===== src/hw/rtl/dchw_pkg.sv =====
`timescale 1ns / 1ps
// ----------------------------------------------------------------------------
// Dual-core heartbeat watchdog package
// Shared widths, event codes, register indexes and reset values, together
// with the configuration and result structures passed between modules.
// ----------------------------------------------------------------------------
package dchw_pkg;

    localparam int unsigned OP_W      = 3;
    localparam int unsigned TIME_W    = 32;
    localparam int unsigned CNT_W     = 32;
    localparam int unsigned CFG_IDX_W = 2;
    localparam int unsigned CFG_DAT_W = 16;

    // Event codes carried in the op field.
    localparam logic [OP_W-1:0] OP_TICK  = 3'd0;
    localparam logic [OP_W-1:0] OP_BEAT0 = 3'd1;
    localparam logic [OP_W-1:0] OP_BEAT1 = 3'd2;
    localparam logic [OP_W-1:0] OP_START = 3'd3;
    localparam logic [OP_W-1:0] OP_STOP  = 3'd4;

    // Configuration register indexes.
    localparam logic [CFG_IDX_W-1:0] REG_CORE_TIMEOUT  = 2'd0;
    localparam logic [CFG_IDX_W-1:0] REG_KICK_INTERVAL = 2'd1;
    localparam logic [CFG_IDX_W-1:0] REG_HW_ENABLE     = 2'd2;
    localparam logic [CFG_IDX_W-1:0] REG_IC_ENABLE     = 2'd3;

    // Reset values of the configuration registers.
    localparam logic [CFG_DAT_W-1:0] CORE_TIMEOUT_RST  = 16'd1000;
    localparam logic [CFG_DAT_W-1:0] KICK_INTERVAL_RST = 16'd100;
    localparam logic                 HW_ENABLE_RST     = 1'b1;
    localparam logic                 IC_ENABLE_RST     = 1'b1;

    typedef struct packed {
        logic [CFG_DAT_W-1:0] core_timeout_ms;
        logic [CFG_DAT_W-1:0] kick_interval_ms;
        logic                 hardware_enable;
        logic                 inter_core_enable;
    } cfg_t;

    typedef struct packed {
        logic             kick;
        logic             reset_request;
        logic             core0_ok;
        logic             core1_ok;
        logic             healthy;
        logic             running;
        logic [CNT_W-1:0] warning_total;
        logic [CNT_W-1:0] kick_total;
        logic [CNT_W-1:0] core0_beats;
        logic [CNT_W-1:0] core1_beats;
    } result_t;

endpackage


===== src/hw/rtl/dchw_cfg.sv =====
`timescale 1ns / 1ps
// ----------------------------------------------------------------------------
// Dual-core heartbeat watchdog configuration registers
// Holds the timeout, kick interval and the two enable bits; a write stores
// the low bits of the data up to each register's width.
// ----------------------------------------------------------------------------
module dchw_cfg (
    input  logic                            aclk,
    input  logic                            aresetn,
    input  logic                            wr_en,
    input  logic [dchw_pkg::CFG_IDX_W-1:0]  wr_index,
    input  logic [dchw_pkg::CFG_DAT_W-1:0]  wr_data,
    output dchw_pkg::cfg_t                  cfg
);

    dchw_pkg::cfg_t cfg_reg;
    dchw_pkg::cfg_t cfg_next;

    always_comb begin
        cfg_next = cfg_reg;
        if (wr_en) begin
            unique case (wr_index)
                dchw_pkg::REG_CORE_TIMEOUT:  cfg_next.core_timeout_ms   = wr_data;
                dchw_pkg::REG_KICK_INTERVAL: cfg_next.kick_interval_ms  = wr_data;
                dchw_pkg::REG_HW_ENABLE:     cfg_next.hardware_enable   = wr_data[0];
                dchw_pkg::REG_IC_ENABLE:     cfg_next.inter_core_enable = wr_data[0];
                default: ;
            endcase
        end
    end

    always_ff @(posedge aclk) begin
        if (!aresetn) begin
            cfg_reg.core_timeout_ms   <= dchw_pkg::CORE_TIMEOUT_RST;
            cfg_reg.kick_interval_ms  <= dchw_pkg::KICK_INTERVAL_RST;
            cfg_reg.hardware_enable   <= dchw_pkg::HW_ENABLE_RST;
            cfg_reg.inter_core_enable <= dchw_pkg::IC_ENABLE_RST;
        end else begin
            cfg_reg <= cfg_next;
        end
    end

    assign cfg = cfg_reg;

endmodule


===== src/hw/rtl/dchw_engine.sv =====
`timescale 1ns / 1ps
// ----------------------------------------------------------------------------
// Dual-core heartbeat watchdog event engine
// Applies one registered event per cycle, while advance is high, to the
// watchdog state; its registers, with the kick flag, form the result register.
// ----------------------------------------------------------------------------
module dchw_engine (
    input  logic                          aclk,
    input  logic                          aresetn,
    input  logic                          advance,
    input  logic [dchw_pkg::OP_W-1:0]     op,
    input  logic [dchw_pkg::TIME_W-1:0]   now_ms,
    input  dchw_pkg::cfg_t                cfg,
    output dchw_pkg::result_t             result
);

    logic [dchw_pkg::TIME_W-1:0] core0_stamp_reg, core0_stamp_next;
    logic [dchw_pkg::TIME_W-1:0] core1_stamp_reg, core1_stamp_next;
    logic [dchw_pkg::CNT_W-1:0]  core0_count_reg, core0_count_next;
    logic [dchw_pkg::CNT_W-1:0]  core1_count_reg, core1_count_next;
    logic [dchw_pkg::CNT_W-1:0]  warnings_reg, warnings_next;
    logic [dchw_pkg::CNT_W-1:0]  kicks_reg, kicks_next;
    logic [dchw_pkg::TIME_W-1:0] last_kick_reg, last_kick_next;
    logic [dchw_pkg::TIME_W-1:0] unhealthy_since_reg, unhealthy_since_next;
    logic core0_resp_reg, core0_resp_next;
    logic core1_resp_reg, core1_resp_next;
    logic system_ok_reg, system_ok_next;
    logic started_reg, started_next;
    logic fatal_reg, fatal_next;
    logic kick_reg, kick_next;

    logic [dchw_pkg::TIME_W-1:0] kick_age;
    logic [dchw_pkg::TIME_W-1:0] core0_age;
    logic [dchw_pkg::TIME_W-1:0] core1_age;
    logic [dchw_pkg::TIME_W-1:0] unhealthy_age;
    logic [dchw_pkg::TIME_W-1:0] timeout_ext;
    logic [dchw_pkg::TIME_W-1:0] fatal_limit;
    logic                        kick_due;
    logic                        core0_fresh;
    logic                        core1_fresh;
    logic [1:0]                  lost_count;

    // All ages are wrapping 32-bit differences.
    assign kick_age      = now_ms - last_kick_reg;
    assign core0_age     = now_ms - core0_stamp_reg;
    assign core1_age     = now_ms - core1_stamp_reg;
    assign unhealthy_age = now_ms - unhealthy_since_reg;
    assign timeout_ext   = {{(dchw_pkg::TIME_W - dchw_pkg::CFG_DAT_W){1'b0}},
                            cfg.core_timeout_ms};
    assign fatal_limit   = {timeout_ext[dchw_pkg::TIME_W-2:0], 1'b0};

    assign kick_due = cfg.hardware_enable &&
                      (kick_age >= {{(dchw_pkg::TIME_W - dchw_pkg::CFG_DAT_W){1'b0}},
                                    cfg.kick_interval_ms});
    // A stamp of zero means the core has never beaten.
    assign core0_fresh = (core0_stamp_reg != '0) && (core0_age <= timeout_ext);
    assign core1_fresh = (core1_stamp_reg != '0) && (core1_age <= timeout_ext);
    assign lost_count  = {1'b0, core0_resp_reg && !core0_fresh} +
                         {1'b0, core1_resp_reg && !core1_fresh};

    always_comb begin
        core0_stamp_next     = core0_stamp_reg;
        core1_stamp_next     = core1_stamp_reg;
        core0_count_next     = core0_count_reg;
        core1_count_next     = core1_count_reg;
        warnings_next        = warnings_reg;
        kicks_next           = kicks_reg;
        last_kick_next       = last_kick_reg;
        unhealthy_since_next = unhealthy_since_reg;
        core0_resp_next      = core0_resp_reg;
        core1_resp_next      = core1_resp_reg;
        system_ok_next       = system_ok_reg;
        started_next         = started_reg;
        fatal_next           = fatal_reg;
        kick_next            = 1'b0;

        case (op)
            dchw_pkg::OP_TICK: begin
                if (started_reg) begin
                    if (kick_due) begin
                        kick_next      = 1'b1;
                        kicks_next     = kicks_reg + 1'b1;
                        last_kick_next = now_ms;
                    end
                    if (cfg.inter_core_enable) begin
                        core0_resp_next = core0_fresh;
                        core1_resp_next = core1_fresh;
                        warnings_next   = warnings_reg +
                                          {{(dchw_pkg::CNT_W - 2){1'b0}}, lost_count};
                        system_ok_next  = core0_fresh && core1_fresh;
                        if (core0_fresh && core1_fresh) begin
                            unhealthy_since_next = '0;
                        end else if (unhealthy_since_reg == '0) begin
                            unhealthy_since_next = now_ms;
                        end else if (unhealthy_age > fatal_limit) begin
                            fatal_next = 1'b1;
                        end
                    end
                end
            end
            dchw_pkg::OP_BEAT0: begin
                core0_stamp_next = now_ms;
                core0_count_next = core0_count_reg + 1'b1;
            end
            dchw_pkg::OP_BEAT1: begin
                core1_stamp_next = now_ms;
                core1_count_next = core1_count_reg + 1'b1;
            end
            dchw_pkg::OP_START: begin
                if (!started_reg) begin
                    core0_stamp_next = now_ms;
                    core0_count_next = core0_count_reg + 2'd2;
                    last_kick_next   = now_ms;
                    started_next     = 1'b1;
                end
            end
            dchw_pkg::OP_STOP: begin
                started_next = 1'b0;
            end
            default: ;
        endcase
    end

    always_ff @(posedge aclk) begin
        if (!aresetn) begin
            core0_stamp_reg     <= '0;
            core1_stamp_reg     <= '0;
            core0_count_reg     <= '0;
            core1_count_reg     <= '0;
            warnings_reg        <= '0;
            kicks_reg           <= '0;
            last_kick_reg       <= '0;
            unhealthy_since_reg <= '0;
            core0_resp_reg      <= 1'b0;
            core1_resp_reg      <= 1'b0;
            system_ok_reg       <= 1'b0;
            started_reg         <= 1'b0;
            fatal_reg           <= 1'b0;
            kick_reg            <= 1'b0;
        end else if (advance) begin
            core0_stamp_reg     <= core0_stamp_next;
            core1_stamp_reg     <= core1_stamp_next;
            core0_count_reg     <= core0_count_next;
            core1_count_reg     <= core1_count_next;
            warnings_reg        <= warnings_next;
            kicks_reg           <= kicks_next;
            last_kick_reg       <= last_kick_next;
            unhealthy_since_reg <= unhealthy_since_next;
            core0_resp_reg      <= core0_resp_next;
            core1_resp_reg      <= core1_resp_next;
            system_ok_reg       <= system_ok_next;
            started_reg         <= started_next;
            fatal_reg           <= fatal_next;
            kick_reg            <= kick_next;
        end
    end

    assign result.kick          = kick_reg;
    assign result.reset_request = fatal_reg;
    assign result.core0_ok      = core0_resp_reg;
    assign result.core1_ok      = core1_resp_reg;
    assign result.healthy       = system_ok_reg;
    assign result.running       = started_reg;
    assign result.warning_total = warnings_reg;
    assign result.kick_total    = kicks_reg;
    assign result.core0_beats   = core0_count_reg;
    assign result.core1_beats   = core1_count_reg;

endmodule


===== src/hw/rtl/dual_core_heartbeat_watchdog.sv =====
`timescale 1ns / 1ps
// ----------------------------------------------------------------------------
// Dual-core heartbeat watchdog
// Watches two cores through timestamped heartbeat events, kicks a hardware
// watchdog on ticks and latches a reset request after prolonged ill health.
// ----------------------------------------------------------------------------
// The block takes one event request per clock cycle while s_ready is high
// and returns exactly one result request for each, in order. An accepted
// event is held in the input register and is applied to the watchdog state
// once the result slot is free or being emptied, and its result is then
// offered from the output register. The throughput is one event per cycle,
// limited only by the single update of the state registers; it falls only when the
// result side stalls. The result fields show the state after the event;
// kick is 1 only for a tick that kicked the hardware watchdog. Configuration
// writes are always accepted and take effect on the next event; they should
// be made while no event is in flight.
// ----------------------------------------------------------------------------
module dual_core_heartbeat_watchdog (
    input  logic                            aclk,
    input  logic                            aresetn,

    // Configuration write channel.
    input  logic                            cfg_valid,
    output logic                            cfg_ready,
    input  logic [dchw_pkg::CFG_IDX_W-1:0]  cfg_index,
    input  logic [dchw_pkg::CFG_DAT_W-1:0]  cfg_data,

    // Event channel.
    input  logic                            s_valid,
    output logic                            s_ready,
    input  logic [dchw_pkg::OP_W-1:0]       s_op,
    input  logic [dchw_pkg::TIME_W-1:0]     s_now_ms,

    // Result channel.
    output logic                            m_valid,
    input  logic                            m_ready,
    output logic                            m_kick,
    output logic                            m_reset_request,
    output logic                            m_core0_ok,
    output logic                            m_core1_ok,
    output logic                            m_healthy,
    output logic                            m_running,
    output logic [dchw_pkg::CNT_W-1:0]      m_warning_total,
    output logic [dchw_pkg::CNT_W-1:0]      m_kick_total,
    output logic [dchw_pkg::CNT_W-1:0]      m_core0_beats,
    output logic [dchw_pkg::CNT_W-1:0]      m_core1_beats
);

    dchw_pkg::cfg_t    cfg;
    dchw_pkg::result_t result;

    logic                        in_valid_reg, in_valid_next;
    logic [dchw_pkg::OP_W-1:0]   in_op_reg;
    logic [dchw_pkg::TIME_W-1:0] in_now_reg;
    logic                        out_valid_reg, out_valid_next;
    logic                        advance;
    logic                        s_accept;

    // The configuration registers can take a write in every cycle.
    assign cfg_ready = 1'b1;

    dchw_cfg u_cfg (
        .aclk     (aclk),
        .aresetn  (aresetn),
        .wr_en    (cfg_valid),
        .wr_index (cfg_index),
        .wr_data  (cfg_data),
        .cfg      (cfg)
    );

    // The registered event moves into the state when the result slot is free
    // or is being emptied in this same cycle.
    assign advance  = in_valid_reg && (!out_valid_reg || m_ready);
    assign s_ready  = !in_valid_reg || advance;
    assign s_accept = s_valid && s_ready;

    always_comb begin
        in_valid_next = in_valid_reg;
        if (s_accept) begin
            in_valid_next = 1'b1;
        end else if (advance) begin
            in_valid_next = 1'b0;
        end

        out_valid_next = out_valid_reg;
        if (advance) begin
            out_valid_next = 1'b1;
        end else if (m_ready) begin
            out_valid_next = 1'b0;
        end
    end

    always_ff @(posedge aclk) begin
        if (!aresetn) begin
            in_valid_reg  <= 1'b0;
            out_valid_reg <= 1'b0;
        end else begin
            in_valid_reg  <= in_valid_next;
            out_valid_reg <= out_valid_next;
        end
    end

    // The event payload needs no reset; it is only used while marked valid.
    always_ff @(posedge aclk) begin
        if (s_accept) begin
            in_op_reg  <= s_op;
            in_now_reg <= s_now_ms;
        end
    end

    dchw_engine u_engine (
        .aclk    (aclk),
        .aresetn (aresetn),
        .advance (advance),
        .op      (in_op_reg),
        .now_ms  (in_now_reg),
        .cfg     (cfg),
        .result  (result)
    );

    // The state only changes on an advance, so the fields hold steady while
    // a result waits to be taken.
    assign m_valid         = out_valid_reg;
    assign m_kick          = result.kick;
    assign m_reset_request = result.reset_request;
    assign m_core0_ok      = result.core0_ok;
    assign m_core1_ok      = result.core1_ok;
    assign m_healthy       = result.healthy;
    assign m_running       = result.running;
    assign m_warning_total = result.warning_total;
    assign m_kick_total    = result.kick_total;
    assign m_core0_beats   = result.core0_beats;
    assign m_core1_beats   = result.core1_beats;

endmodule

===== config.mk =====
export PLATFORM = sky130hd
export DESIGN_NAME = dual_core_heartbeat_watchdog
export DESIGN_NICKNAME = d
export VERILOG_FILES = /design/src/hw/rtl/dchw_pkg.sv /design/src/hw/rtl/dchw_cfg.sv /design/src/hw/rtl/dchw_engine.sv /design/src/hw/rtl/dual_core_heartbeat_watchdog.sv
export SDC_FILE = /design/constraint.sdc
export NUM_CORES = 1
export LEC_CHECK = 0
export BUFFER_PORTS_ARGS = -buffer_cell sky130_fd_sc_hd__buf_2
export CAP_MARGIN = 20
export CORE_UTILIZATION = 61
export DETAILED_ROUTE_END_ITERATION = 7
export PLACE_DENSITY_LB_ADDON = 0.05
export SKIP_CTS_REPAIR_TIMING = 1
export SKIP_LAST_GASP = 1
export SLEW_MARGIN = 20
export SYNTH_ARGS = -nofsm -noshare
export SYNTH_HDL_FRONTEND = slang
export SYNTH_SLANG_ARGS = --single-unit

===== constraint.sdc =====
create_clock -name aclk -period 6.1 [get_ports aclk]
set_clock_uncertainty 0.15 [all_clocks]
set_input_delay 0.61 -clock aclk [delete_from_list [all_inputs] [get_ports aclk]]
set_output_delay 0.61 -clock aclk [all_outputs]
set_load 0.005 [all_outputs]

==> metrics.txt <==
final hold viol count=0; endpoints failing setup=0; pins over their slew limit=0; Placed Cells=3412; Die W=191.9 um; core box area=35570 um^2; Cell Int Power=3.935 mW; CTS H-tree depth=2; final worst slack=177.4 ps; Peak VDD IR=0.2501 mV; switching part of the total=0.2940; Initial Util=0.6185; setup TNS=0 ps; number of flops mapped to enable cells by yosys=35; routed len/inst=19.29 um; worst slew pin tran=987.8 ps; crit path DAT=6200 ps; Yosys cell types=87; top-area cell type share of the netlist area=0.2712; power per cell area=221.8 nW/um^2; Most used DFF post-synth=dfxtp_1; pre-CTS WS=-34.53 ps; Critical Path Source Type=register; Total GRT Usage=0.3588; part of the Yosys area used for sequential elements=0.3189; Final ANT Viol Nets=0; clk buf depth=3; Logic pwr share=0.186; clk sinks=333; Area Overhead vs Synth=14.24%; Syn Nets=3064; Avg Cell Area, Syn=7.835 um^2; root buf cell=clkbuf_16; number of global-route vias before repair=20650; Post-synth ARST share=0; number of synthesized register bits=333; CP delay by family, top=compound AO/OA/AOI/OAI gates; Sequential Power Share=0.409; Min-Delay Path Class=input pin to register; pin count of the biggest net entering global routing=123; Power Total=5.574 mW; # IOs=195; Area after DPL=23620 um^2; CP required=6380 ps; post-route cell area=25130 um^2; slowest CP cell=a2111oi_2; Post-synth top cells=377 x nand2_1, 298 x dfxtp_1, 288 x a21oi_1, 219 x nor2_1, 206 x inv_1; Worst Path Buf+Inv=3; endpoint class of the critical path=register; die area=36830 um^2; largest area contributor in the netlist=dfxtp_1; post-route DRC violation count=0; PortBufs=193; status=completed; Worst-path clk slew=60 ps; relative slew slack=0.3415; max reg flops=34; CTS tree=yes; DRT Pass-1 Iters=6; Die Span Y=191.9 um; Largest stage delay, worst path=490 ps; Vias/cell=6.251; grt ovf=0; worst skew pair latency=570 ps; max cap viols=0; Post-Syn Instances=2808; CTS Buf Count=37; initial drt markers=1891; final critical-path share of the clock period=0.9709; fin util=0.7066; Rows=69; layout cells sized above 1=0.1308; Nets=3256; first-pass GRT wire length=104900 um; Total Wirelength=67400 um; total number of yosys warnings=0; Clock power frac=0.405; DP HPWL=51550 um; Post-Syn Area=22000 um^2; Via Count=21840; most common cell in the synthesized netlist=nand2_1; minimum clock period=5923 ps; Static Leak=9.890 nW; worst hold slack=69.22 ps; cell types occupying the most area after synthesis=dfxtp_1 27%, ha_1 11%, a21oi_1 6.6%, nand2_1 6.4%, edfxtp_1 4.8%; Finished Layout Cells=3494; critical path class=register to register; CP max FO=5; NetSw=1.639 mW; initial antenna violation count=3; Max Clk Rate=0.1688 GHz; GP Congestion=0.9741
cells by family after synthesis:
| group | after synthesis | synth area share |
|---|---|---|
| AOI/OAI and AO/OA | 721 | 0.2072 |
| xor gates and xnor gates | 177 | 0.07046 |
| adders and majority gates | 198 | 0.1143 |
| buffers and inverters | 327 | 0.05755 |
| DFF | 333 | 0.3189 |
| muxes | 19 | 0.008701 |
| other | 1 | 0.0001704 |
| and+or+nand+nor | 1032 | 0.2227 |
layout make-up:
class / instances / area [um^2]
multi-input cells: 2148 / 13960
clock inverters: 14 / 182.7
diodes: 5 / 12.51
flip-flops and latches: 333 / 7018
inverters: 208 / 785.8
well taps: 461 / 576.8
fillers: 2831 / 10440
repair buffers: 272 / 1559
clock buffers: 53 / 1036
power groups by stage:
stage | Sequential [mW] | Clock [mW] | Combinational [mW]
floorplan | 2.33 | 0 | 0.689
global placement | 2.33 | 0 | 0.962
detailed placement | 2.33 | 0 | 0.983
CTS | 2.28 | 2.28 | 0.992
global route | 2.28 | 2.37 | 1.13
finish | 2.28 | 2.26 | 1.04
per-layer routing:
metal  vias up  global-route usage  part of all wire
met4         0              0.1877             0.048
met3       207             0.05719             0.068
met2       864              0.6032              0.47
li1      10390                   -                 -
met5         -                   0                 0
met1     10380              0.4404              0.41
path summary, 6_finish.rpt:
path                      start                   endpoint  slack (ps)  depth (start not counted)
setup / recovery  in_now_reg[0]  u_engine.warnings_reg[18]         180                         30
hold / removal          s_op[0]               in_op_reg[0]          70                          1
setup reg to reg  in_now_reg[0]  u_engine.warnings_reg[18]         180                         30
hold reg to reg    u_cfg.cfg[3]               u_cfg.cfg[3]         310                          2
worst register-to-register path: cells and delay by family (launching register included):
family | cells | cell delay, ps
AND/OR/NAND/NOR | 12 | 1610
flip-flops | 1 | 420
AO/OA/AOI/OAI | 8 | 1940
buffers and inverters | 3 | 320
adder cells (fa/ha/maj) | 5 | 1060
XOR/XNOR | 2 | 300
layout by cell type (no fill, tap or decap), types with 19 or more instances in the layout:
| master | n |
|---|---|
| a21oi_1 | 284 |
| ha_1 | 187 |
| and3_1 | 41 |
| xnor2_1 | 86 |
| nand2b_1 | 19 |
| clkbuf_16 | 37 |
| nand4_1 | 68 |
| xor2_1 | 91 |
| a21o_1 | 48 |
| o31ai_1 | 40 |
| nand2_1 | 371 |
| nor2b_1 | 19 |
| buf_4 | 79 |
| nor4_1 | 46 |
| edfxtp_1 | 35 |
| nand3_1 | 118 |
| o21a_1 | 36 |
| dfxtp_1 | 297 |
| nor3_1 | 25 |
| o211ai_1 | 29 |
| buf_2 | 193 |
| o21ai_0 | 104 |
| a31oi_1 | 23 |
| inv_1 | 204 |
| or3_1 | 28 |
| a211oi_1 | 24 |
| nor2_1 | 215 |
Power figures use the tool's default switching activity.
